<file path="src/rtl/psp_pkg.sv">
// ----------------------------------------------------------------------------
// psp_pkg
// Shared types and constants of the pulse period speedometer.
// ----------------------------------------------------------------------------
`default_nettype none

package psp_pkg;

  // defaults of the top level parameters
  localparam int DEFAULT_AVERAGE_LOG2        = 4;
  localparam int DEFAULT_SPEED_FRACTION_BITS = 0;

  // register reset values
  localparam logic [15:0] PULSES_PER_KM_RESET = 16'd6000;
  localparam logic [15:0] MIN_PERIOD_RESET    = 16'd830;

  // register index, taken from byte address bit 2
  localparam logic REG_PULSES_PER_KM = 1'b0;
  localparam logic REG_MIN_PERIOD    = 1'b1;

  // event kinds
  localparam logic KIND_CAPTURE  = 1'b0;
  localparam logic KIND_OVERFLOW = 1'b1;

  // arithmetic constants
  localparam logic [15:0] PERIOD_EMPTY  = 16'hFFFF;
  localparam logic [15:0] SPEED_CUTOFF  = 16'd65435;
  localparam logic [15:0] SPEED_MAX     = 16'hFFFF;
  localparam int          SPEED_SCALE   = 25;
  localparam int          METERS_PER_KM = 1000;

  // width of 25 * pulses_per_km and of pulse_counter * 1000
  localparam int SCALE_PROD_W = 21;
  localparam int DIST_PROD_W  = 26;

  // sequencer states
  typedef enum logic [3:0] {
    ST_IDLE,
    ST_SCAN,
    ST_DRAIN,
    ST_MEAN,
    ST_DECIDE,
    ST_SPD_DIV,
    ST_DST_START,
    ST_DST_DIV,
    ST_WAIT_OUT
  } state_t;

endpackage

`default_nettype wire

</file>
<file path="src/rtl/pulse_period_speedometer.sv">
// ----------------------------------------------------------------------------
// pulse_period_speedometer
// Wheel sensor speedometer and odometer: trimmed mean of recent pulse
// periods turned into speed, pulse count turned into distance.
// ----------------------------------------------------------------------------
//
//  channel   dir  beat contents
//  s_axis    in   tuser[0] kind, tdata[15:0] period_ticks
//  m_axis    out  tdata[15:0] speed, tdata[47:16] distance_m
//  apb       in   0x0 pulses_per_km, 0x4 min_period
//
//  When both divisions run, the ring is read one entry a cycle through its
//  memory port, then the shared divider spends one cycle per quotient bit for
//  speed and distance. A mean at or above the cutoff or zero skips the speed
//  division, and zero pulses_per_km skips the distance division.
//  Reset clears the entry valid bits at once, so the ring reads as empty
//  from the first cycle; there is no clearing pass, and no beat is taken
//  while reset is high.
//  A new event is taken while the previous result still waits in the
//  output register; a stalled output holds the sequencer before its load.
//
`default_nettype none

module pulse_period_speedometer
  import psp_pkg::*;
#(
  parameter int AVERAGE_LOG2        = DEFAULT_AVERAGE_LOG2,
  parameter int SPEED_FRACTION_BITS = DEFAULT_SPEED_FRACTION_BITS
) (
  input  wire logic        clk,
  input  wire logic        rst,
  // input stream
  input  wire logic        s_axis_tvalid,
  output logic             s_axis_tready,
  input  wire logic [15:0] s_axis_tdata,   // [15:0] period_ticks
  input  wire logic        s_axis_tuser,   // [0] kind
  // output stream
  output logic             m_axis_tvalid,
  input  wire logic        m_axis_tready,
  output logic [47:0]      m_axis_tdata,   // [15:0] speed, [47:16] distance_m
  // configuration
  input  wire logic        psel,
  input  wire logic        penable,
  input  wire logic        pwrite,
  input  wire logic [2:0]  paddr,
  input  wire logic [31:0] pwdata,
  output logic [31:0]      prdata,
  output logic             pready
);

  localparam int DEPTH  = (1 << AVERAGE_LOG2) + 4;
  localparam int AW     = $clog2(DEPTH);
  localparam int NUM_W  = SCALE_PROD_W + SPEED_FRACTION_BITS;
  localparam int DIV_W  = (NUM_W > DIST_PROD_W) ? NUM_W : DIST_PROD_W;

  state_t state;
  state_t state_next;

  logic [15:0]    pulses_per_km;
  logic [15:0]    min_period;
  logic [15:0]    pulse_counter;
  logic [31:0]    whole_distance;
  logic [AW-1:0]  scan_addr;
  logic [15:0]    mean_reg;
  logic [15:0]    speed;
  logic [31:0]    distance_m;
  logic [15:0]    pulse_count_inc;

  logic           accept;
  logic           push;
  logic           fill;
  logic           cfg_write;
  logic           load_out;
  logic           scan_en;
  logic           trim_clear;
  logic [15:0]    ring_data;
  logic           ring_valid;
  logic [15:0]    trim_mean;

  logic [SCALE_PROD_W-1:0] scale_prod;
  logic [NUM_W-1:0]        numerator;
  logic [DIST_PROD_W-1:0]  dist_prod;
  logic                    div_start;
  logic [DIV_W-1:0]        div_dividend;
  logic [15:0]             div_divisor;
  logic                    div_done;
  logic [DIV_W-1:0]        div_quo;

  // configuration registers
  assign pready    = 1'b1;
  assign cfg_write = psel && penable && pwrite && pready;

  always_ff @(posedge clk) begin
    if (rst) begin
      pulses_per_km <= PULSES_PER_KM_RESET;
      min_period    <= MIN_PERIOD_RESET;
    end else if (cfg_write) begin
      unique case (paddr[2])
        REG_PULSES_PER_KM: pulses_per_km <= pwdata[15:0];
        REG_MIN_PERIOD:    min_period    <= pwdata[15:0];
        default:           ;
      endcase
    end
  end

  assign prdata = (paddr[2] == REG_MIN_PERIOD) ? {16'd0, min_period} : {16'd0, pulses_per_km};

  // input beat decode
  assign s_axis_tready = (state == ST_IDLE) && !rst;
  assign accept        = s_axis_tvalid && s_axis_tready;
  assign push          = accept && (s_axis_tuser == KIND_CAPTURE) && (s_axis_tdata > min_period);
  assign fill          = accept && (s_axis_tuser == KIND_OVERFLOW);
  assign trim_clear    = accept;
  assign scan_en       = (state == ST_SCAN);

  // pulse counter and whole kilometers
  assign pulse_count_inc = pulse_counter + 16'd1;

  always_ff @(posedge clk) begin
    if (rst) begin
      pulse_counter  <= '0;
      whole_distance <= '0;
    end else if (accept && (s_axis_tuser == KIND_CAPTURE)) begin
      if (pulse_count_inc >= pulses_per_km) begin
        pulse_counter  <= '0;
        whole_distance <= whole_distance + 32'(METERS_PER_KM);
      end else begin
        pulse_counter <= pulse_count_inc;
      end
    end
  end

  // ring memory and scan statistics
  psp_ring #(
    .DEPTH (DEPTH),
    .AW    (AW)
  ) u_ring (
    .clk       (clk),
    .rst       (rst),
    .push      (push),
    .push_data (s_axis_tdata),
    .fill      (fill),
    .rd_en     (scan_en),
    .rd_addr   (scan_addr),
    .rd_data   (ring_data),
    .rd_valid  (ring_valid)
  );

  psp_trim #(
    .AVERAGE_LOG2 (AVERAGE_LOG2),
    .SUM_W        (16 + $clog2(DEPTH))
  ) u_trim (
    .clk      (clk),
    .clear    (trim_clear),
    .in_valid (ring_valid),
    .in_data  (ring_data),
    .mean     (trim_mean)
  );

  // divider operands
  assign scale_prod   = SCALE_PROD_W'(pulses_per_km) * SCALE_PROD_W'(SPEED_SCALE);
  assign numerator    = NUM_W'(scale_prod) << SPEED_FRACTION_BITS;
  assign dist_prod    = DIST_PROD_W'(pulse_counter) * DIST_PROD_W'(METERS_PER_KM);
  assign div_dividend = (state == ST_DECIDE) ? DIV_W'(numerator) : DIV_W'(dist_prod);
  assign div_divisor  = (state == ST_DECIDE) ? mean_reg : pulses_per_km;

  psp_divider #(
    .NW (DIV_W)
  ) u_div (
    .clk      (clk),
    .rst      (rst),
    .start    (div_start),
    .dividend (div_dividend),
    .divisor  (div_divisor),
    .done     (div_done),
    .quotient (div_quo)
  );

  // sequencer state register
  always_ff @(posedge clk) begin
    if (rst) begin
      state <= ST_IDLE;
    end else begin
      state <= state_next;
    end
  end

  // sequencer next state and strobes
  always_comb begin
    state_next = state;
    div_start  = 1'b0;
    load_out   = 1'b0;
    unique case (state)
      ST_IDLE: begin
        if (accept) state_next = ST_SCAN;
      end
      ST_SCAN: begin
        if (scan_addr == AW'(DEPTH - 1)) state_next = ST_DRAIN;
      end
      ST_DRAIN: state_next = ST_MEAN;
      ST_MEAN:  state_next = ST_DECIDE;
      ST_DECIDE: begin
        if ((mean_reg >= SPEED_CUTOFF) || (mean_reg == 16'd0)) begin
          state_next = ST_DST_START;
        end else begin
          div_start  = 1'b1;
          state_next = ST_SPD_DIV;
        end
      end
      ST_SPD_DIV: begin
        if (div_done) state_next = ST_DST_START;
      end
      ST_DST_START: begin
        if (pulses_per_km == 16'd0) begin
          state_next = ST_WAIT_OUT;
        end else begin
          div_start  = 1'b1;
          state_next = ST_DST_DIV;
        end
      end
      ST_DST_DIV: begin
        if (div_done) state_next = ST_WAIT_OUT;
      end
      ST_WAIT_OUT: begin
        if (!m_axis_tvalid || m_axis_tready) begin
          load_out   = 1'b1;
          state_next = ST_IDLE;
        end
      end
      default: state_next = ST_IDLE;
    endcase
  end

  // scan address
  always_ff @(posedge clk) begin
    if (rst) begin
      scan_addr <= '0;
    end else if (accept) begin
      scan_addr <= '0;
    end else if (scan_en && (scan_addr != AW'(DEPTH - 1))) begin
      scan_addr <= scan_addr + 1'b1;
    end
  end

  // result registers
  always_ff @(posedge clk) begin
    if (state == ST_MEAN) begin
      mean_reg <= trim_mean;
    end
    if (state == ST_DECIDE) begin
      if (mean_reg >= SPEED_CUTOFF) begin
        speed <= '0;
      end else if (mean_reg == 16'd0) begin
        speed <= (numerator != '0) ? SPEED_MAX : 16'd0;
      end
    end
    if ((state == ST_SPD_DIV) && div_done) begin
      speed <= (|div_quo[DIV_W-1:16]) ? SPEED_MAX : div_quo[15:0];
    end
    if ((state == ST_DST_START) && (pulses_per_km == 16'd0)) begin
      distance_m <= whole_distance;
    end
    if ((state == ST_DST_DIV) && div_done) begin
      distance_m <= whole_distance + 32'(div_quo);
    end
  end

  // output register
  always_ff @(posedge clk) begin
    if (rst) begin
      m_axis_tvalid <= 1'b0;
    end else if (load_out) begin
      m_axis_tvalid <= 1'b1;
    end else if (m_axis_tready) begin
      m_axis_tvalid <= 1'b0;
    end
  end

  always_ff @(posedge clk) begin
    if (load_out) begin
      m_axis_tdata <= {distance_m, speed};
    end
  end

  // checks
  a_accept_starts_scan: assert property (@(posedge clk) disable iff (rst)
    accept |=> (state == ST_SCAN))
    else $error("accepted beat did not start a ring scan");

  a_div_done_in_div_state: assert property (@(posedge clk) disable iff (rst)
    div_done |-> ((state == ST_SPD_DIV) || (state == ST_DST_DIV)))
    else $error("divider finished outside a divide state");

  a_scan_in_range: assert property (@(posedge clk) disable iff (rst)
    scan_en |-> (int'(scan_addr) < DEPTH))
    else $error("ring scan address beyond depth");

  a_load_slot_free: assert property (@(posedge clk) disable iff (rst)
    load_out |-> (!m_axis_tvalid || m_axis_tready))
    else $error("output register overwritten while a beat waits");

  a_scan_reads_back: assert property (@(posedge clk) disable iff (rst)
    (state == ST_DRAIN) |-> ring_valid)
    else $error("last ring read missing during drain");

endmodule

`default_nettype wire

</file>
<file path="src/rtl/psp_ring.sv">
// ----------------------------------------------------------------------------
// psp_ring
// Ring of recent periods in a synchronous memory, with one valid bit per
// entry so that reset and timer overflow refill the whole ring at once.
// ----------------------------------------------------------------------------
`default_nettype none

module psp_ring
  import psp_pkg::*;
#(
  parameter int DEPTH = 20,
  parameter int AW    = $clog2(DEPTH)
) (
  input  wire logic          clk,
  input  wire logic          rst,
  input  wire logic          push,
  input  wire logic [15:0]   push_data,
  input  wire logic          fill,
  input  wire logic          rd_en,
  input  wire logic [AW-1:0] rd_addr,
  output logic [15:0]        rd_data,
  output logic               rd_valid
);

  logic [15:0]      mem [DEPTH];
  logic [DEPTH-1:0] valid;
  logic [AW-1:0]    write_index;
  logic [15:0]      mem_q;
  logic             valid_q;

  // write port
  always_ff @(posedge clk) begin
    if (push) begin
      mem[write_index] <= push_data;
    end
  end

  // valid bits and write pointer
  always_ff @(posedge clk) begin
    if (rst) begin
      valid       <= '0;
      write_index <= '0;
    end else if (fill) begin
      valid <= '0;
    end else if (push) begin
      valid[write_index] <= 1'b1;
      if (write_index == AW'(DEPTH - 1)) begin
        write_index <= '0;
      end else begin
        write_index <= write_index + 1'b1;
      end
    end
  end

  // registered read port
  always_ff @(posedge clk) begin
    if (rd_en) begin
      mem_q   <= mem[rd_addr];
      valid_q <= valid[rd_addr];
    end
  end

  always_ff @(posedge clk) begin
    if (rst) begin
      rd_valid <= 1'b0;
    end else begin
      rd_valid <= rd_en;
    end
  end

  // an entry never written since the last fill reads as empty
  assign rd_data = valid_q ? mem_q : PERIOD_EMPTY;

endmodule

`default_nettype wire

</file>
<file path="src/rtl/psp_trim.sv">
// ----------------------------------------------------------------------------
// psp_trim
// Accumulates the ring beats of one scan: running sum, two largest and two
// smallest values. Gives the mean with those four dropped.
// ----------------------------------------------------------------------------
`default_nettype none

module psp_trim
  import psp_pkg::*;
#(
  parameter int AVERAGE_LOG2 = 4,
  parameter int SUM_W        = 16 + $clog2((1 << AVERAGE_LOG2) + 4)
) (
  input  wire logic        clk,
  input  wire logic        clear,
  input  wire logic        in_valid,
  input  wire logic [15:0] in_data,
  output logic [15:0]      mean
);

  logic [SUM_W-1:0] sum;
  logic [15:0]      max1;
  logic [15:0]      max2;
  logic [15:0]      min1;
  logic [15:0]      min2;
  logic [SUM_W-1:0] trimmed;

  // running statistics
  always_ff @(posedge clk) begin
    if (clear) begin
      sum  <= '0;
      max1 <= '0;
      max2 <= '0;
      min1 <= PERIOD_EMPTY;
      min2 <= PERIOD_EMPTY;
    end else if (in_valid) begin
      sum <= sum + SUM_W'(in_data);
      if (in_data > max1) begin
        max2 <= max1;
        max1 <= in_data;
      end else if (in_data > max2) begin
        max2 <= in_data;
      end
      if (in_data < min1) begin
        min2 <= min1;
        min1 <= in_data;
      end else if (in_data < min2) begin
        min2 <= in_data;
      end
    end
  end

  // drop the extremes and scale down
  assign trimmed = sum - (SUM_W'(max1) + SUM_W'(max2)) - (SUM_W'(min1) + SUM_W'(min2));
  assign mean    = 16'(trimmed >> AVERAGE_LOG2);

endmodule

`default_nettype wire

</file>
<file path="src/rtl/psp_divider.sv">
// ----------------------------------------------------------------------------
// psp_divider
// Restoring divider, one quotient bit per cycle, shared by speed and
// distance.
// ----------------------------------------------------------------------------
`default_nettype none

module psp_divider
  import psp_pkg::*;
#(
  parameter int NW = 29
) (
  input  wire logic          clk,
  input  wire logic          rst,
  input  wire logic          start,
  input  wire logic [NW-1:0] dividend,
  input  wire logic [15:0]   divisor,
  output logic               done,
  output logic [NW-1:0]      quotient
);

  localparam int CW = $clog2(NW + 1);

  logic          busy;
  logic [CW-1:0] count;
  logic [16:0]   rem;
  logic [15:0]   dsr;
  logic [NW-1:0] quo;
  logic [16:0]   rem_shift;
  logic          take;

  // one trial subtraction
  assign rem_shift = {rem[15:0], quo[NW-1]};
  assign take      = rem_shift >= {1'b0, dsr};

  // control
  always_ff @(posedge clk) begin
    if (rst) begin
      busy  <= 1'b0;
      done  <= 1'b0;
      count <= '0;
    end else begin
      done <= 1'b0;
      if (start) begin
        busy  <= 1'b1;
        count <= CW'(NW);
      end else if (busy) begin
        count <= count - 1'b1;
        if (count == CW'(1)) begin
          busy <= 1'b0;
          done <= 1'b1;
        end
      end
    end
  end

  // datapath
  always_ff @(posedge clk) begin
    if (start) begin
      rem <= '0;
      dsr <= divisor;
      quo <= dividend;
    end else if (busy) begin
      rem <= take ? rem_shift - {1'b0, dsr} : rem_shift;
      quo <= {quo[NW-2:0], take};
    end
  end

  assign quotient = quo;

endmodule

`default_nettype wire

</file>
<file path="config.mk">
export PLATFORM = sky130hd
export DESIGN_NAME = pulse_period_speedometer
export DESIGN_NICKNAME = d
export VERILOG_FILES = /design/src/rtl/psp_pkg.sv /design/src/rtl/pulse_period_speedometer.sv /design/src/rtl/psp_ring.sv /design/src/rtl/psp_trim.sv /design/src/rtl/psp_divider.sv
export SDC_FILE = /design/constraint.sdc
export NUM_CORES = 2
export LEC_CHECK = 0
export BUFFER_PORTS_ARGS = -buffer_cell sky130_fd_sc_hd__clkbuf_2
export CAP_MARGIN = 20
export CORE_MARGIN = 5
export CORE_UTILIZATION = 35
export CTS_CLUSTER_DIAMETER = 120
export DETAILED_ROUTE_END_ITERATION = 16
export PLACE_DENSITY = 0.6
export SLEW_MARGIN = 20
export SYNTH_ARGS = -nofsm -noshare
export SYNTH_HDL_FRONTEND = slang
export SYNTH_SLANG_ARGS = --single-unit
</file>
<file path="constraint.sdc">
create_clock -name clk -period 6.95 [get_ports clk]
set_input_delay 1.0425 -clock clk [delete_from_list [all_inputs] [get_ports clk]]
set_output_delay 1.0425 -clock clk [all_outputs]
set_load 0.005 [all_outputs]
</file>
==> summary.txt <==
Setup crit start kind - register
Leakage - 0.01690 uW
Crit path launch - u_trim.max1[1]$_SDFFE_PP0P_
First-pass GRT wire length - 151700 um
Vias per inst - 5.141
CP Class - reg2reg
Maximum vdd ir drop - 0.5061 mV
Clock skew - 0.04862 ns
Synth Flop Type - edfxtp_1
Routability cong. - 0.8431
Max Root-Sink Buffers - 3
DR WL/cell - 19.11 um
Setup TNS - 0 ns
Initial Util - 0.3514
Largest net degree at the start of global routing - 62
Most frequent cells in the layout - edfxtp_1 (491), ha_1 (320), inv_1 (315)
Reg2reg setup slack - 1.19 ns
Root Driver - clkbuf_16
PD cells - 364.9 nW/um^2
Total chip power - 16210 uW
Nets - 4008
Post-CTS Setup Inserts - 0
H-Tree Depth - 3
Post-CTS Hold Buffers - 0
Most flops, register - u_ring.mem
Gr usage total - 0.1601
Ys Warns - 0
Total gr overflow - 0
Hpwl dp - 69470 um
Post-DRT Antenna Nets - 0
Endpoint class of the critical path - register
Synth Instances - 3432
Input/output buffers - 106
Actual slew at the worst max-slew pin - 1.063 ns
Synthesized flop and latch total - 711
Drt total wl - 97720 um
Antenna violations before repair - 5
Area Growth Syn to Fin - 12.85%
Hold_ws - 0.4152 ns
DR vias - 26280
Top flop regs - u_ring.mem x320, m_axis_tdata x48, distance_m x32
Sink Count - 711
Vias in the first global route - 25910
Slew HR - 0.2838
Die Y - 345.4 um
Core ar. - 112000 um^2
Commonest non-fill, non-tap cell in the layout - edfxtp_1
Reg area - 19160 um^2
Cell area after synthesis - 39370 um^2
Post-CTS sizing - 0
DRC viols - 0
Status - complete, no violations
Die Footprint - 119300 um^2
Maxcap violations - 0
Critical Path AT - 6.13 ns
Post-synthesis async set-or-reset flop share - 0
Worst-path clk slew - 0.06 ns
TritonRoute pass-1 iters - 5
Worst R2R Path Depth - 19
Die Width - 345.4 um
Share of cells above drive strength 1 - 0.1265
Final min period - 5.758 ns
# IOs - 142
RSZ-0062 raised after global routing - no
Fillers - 10800
Num rows - 123
Total CTS buffers - 81
Multi-input gate area - 18580 um^2
TritonCTS clock tree - built
Worst path required time - 7.32 ns
Clock latency on the worst-skew pair - 0.66 ns
Iteration-0 DRC Markers - 2080
Worst R2R End - mean_reg[15]$_DFFE_PP_
Register area share after synthesis - 0.4864
Fin. max-slew vios - 0
Worst hold path class - reg2reg
EDFF count, synth - 491
Synth unique cells - 81
Crit path capture - mean_reg[15]$_DFFE_PP_
Avg Cell Area, Syn - 11.47 um^2
Hold Vio Cnt, Final - 0
CP Max Fanout - 5
Fmax - 173.7 MHz
Reg-to-reg startpoint - u_trim.max1[1]$_SDFFE_PP0P_
Setup-failing EPs final - 0
Fin crit share - 0.8284
Max FFs per register - 320
## critical path, cell delays in order, from the launching register on
cell and delay (ns):
dfxtp_1 0.40, ha_1 0.26, a21o_1 0.18, a21oi_1 0.25
o21bai_1 0.13, o31ai_1 0.31, o21ai_0 0.22, o41ai_1 0.64
o21bai_1 0.14, a21oi_1 0.21, xor2_1 0.32, fa_1 0.48
ha_1 0.22, or3_1 0.39, or3_1 0.31, o21a_1 0.22
a41o_1 0.27, o21ai_0 0.17, nor3b_1 0.25, xor2_1 0.10
## kinds of logic (layout without fill, tap and decap cells)
kind of cell	Yosys count	after routing	synth area share
muxes	136	136	0.06750
DFF	711	711	0.4864
AOI/OAI and AO/OA	706	706	0.1194
buffers and inverters	462	627	0.04592
other	2	18	0.0001907
adders and majority gates	406	406	0.1454
and+or+nand+nor	835	835	0.09651
xor gates and xnor gates	174	174	0.03871
## Yosys cell counts (all sizes together), types with 54 or more instances
library cell / instances / share of area
edfxtp: 491 / 0.37
ha: 320 / 0.10
inv: 316 / 0.030
nor2: 279 / 0.027
nand2: 263 / 0.025
dfxtp: 220 / 0.11
a21oi: 172 / 0.022
o21ai: 168 / 0.021
xnor2: 128 / 0.028
clkbuf: 109 / 0.010
mux4: 102 / 0.058
fa: 86 / 0.044
nor3: 54 / 0.0069
## worst min-delay path by stage
stage / start / to / slack (ns) / depth (start not counted)
finish: speed[1]$_DFFE_PP_ / m_axis_tdata[1]$_DFFE_PP_ / 0.42 / 0
global route: distance_m[2]$_SDFFCE_PN0P_ / m_axis_tdata[18]$_DFFE_PP_ / 0.42 / 0
CTS: distance_m[21]$_DFFE_PP_ / m_axis_tdata[37]$_DFFE_PP_ / 0.41 / 0
detailed placement: distance_m[4]$_DFFE_PP_ / m_axis_tdata[20]$_DFFE_PP_ / 0.40 / 0
global placement: distance_m[31]$_DFFE_PP_ / m_axis_tdata[47]$_DFFE_PP_ / 0.40 / 0
floorplan: speed[0]$_DFFE_PP_ / m_axis_tdata[0]$_DFFE_PP_ / 0.40 / 0
## where the power goes
| group | internal (uW) | switching [uW] | leakage [uW] |
|---|---|---|---|
| logic | 2970 | 3620 | 0.00942 |
| registers | 5070 | 289 | 0.00619 |
| clock network | 2410 | 1860 | 0.00129 |
## metrics by stage
stage                       util  setup WS [ns]  cell area [um^2]  cells
after floorplan                -          2.080             39430   3447
after global placement    0.3724          1.334             41730   4960
after detailed placement  0.3725          1.310             41730   4960
after CTS                 0.3965          1.223             44430   5112
after global routing      0.3965         0.6551             44430   5112
final                     0.3966          1.192             44430   5113
## cell type report
type	instances	area share
flip-flops and latches	711	0.4312
clock buffers	103	0.04956
inverters	316	0.02670
diodes	1	0.00005632
multi-input cells	2274	0.4182
well taps	1500	0.04224
clock inverters	49	0.01112
repair buffers	159	0.02095
## routing by layer
metal	GRT usage	share of wire
met5	0	0.00019
met4	0.04219	0.023
met3	0.03139	0.064
met2	0.2535	0.45
met1	0.2260	0.46
(Power assumes the default switching activity.)
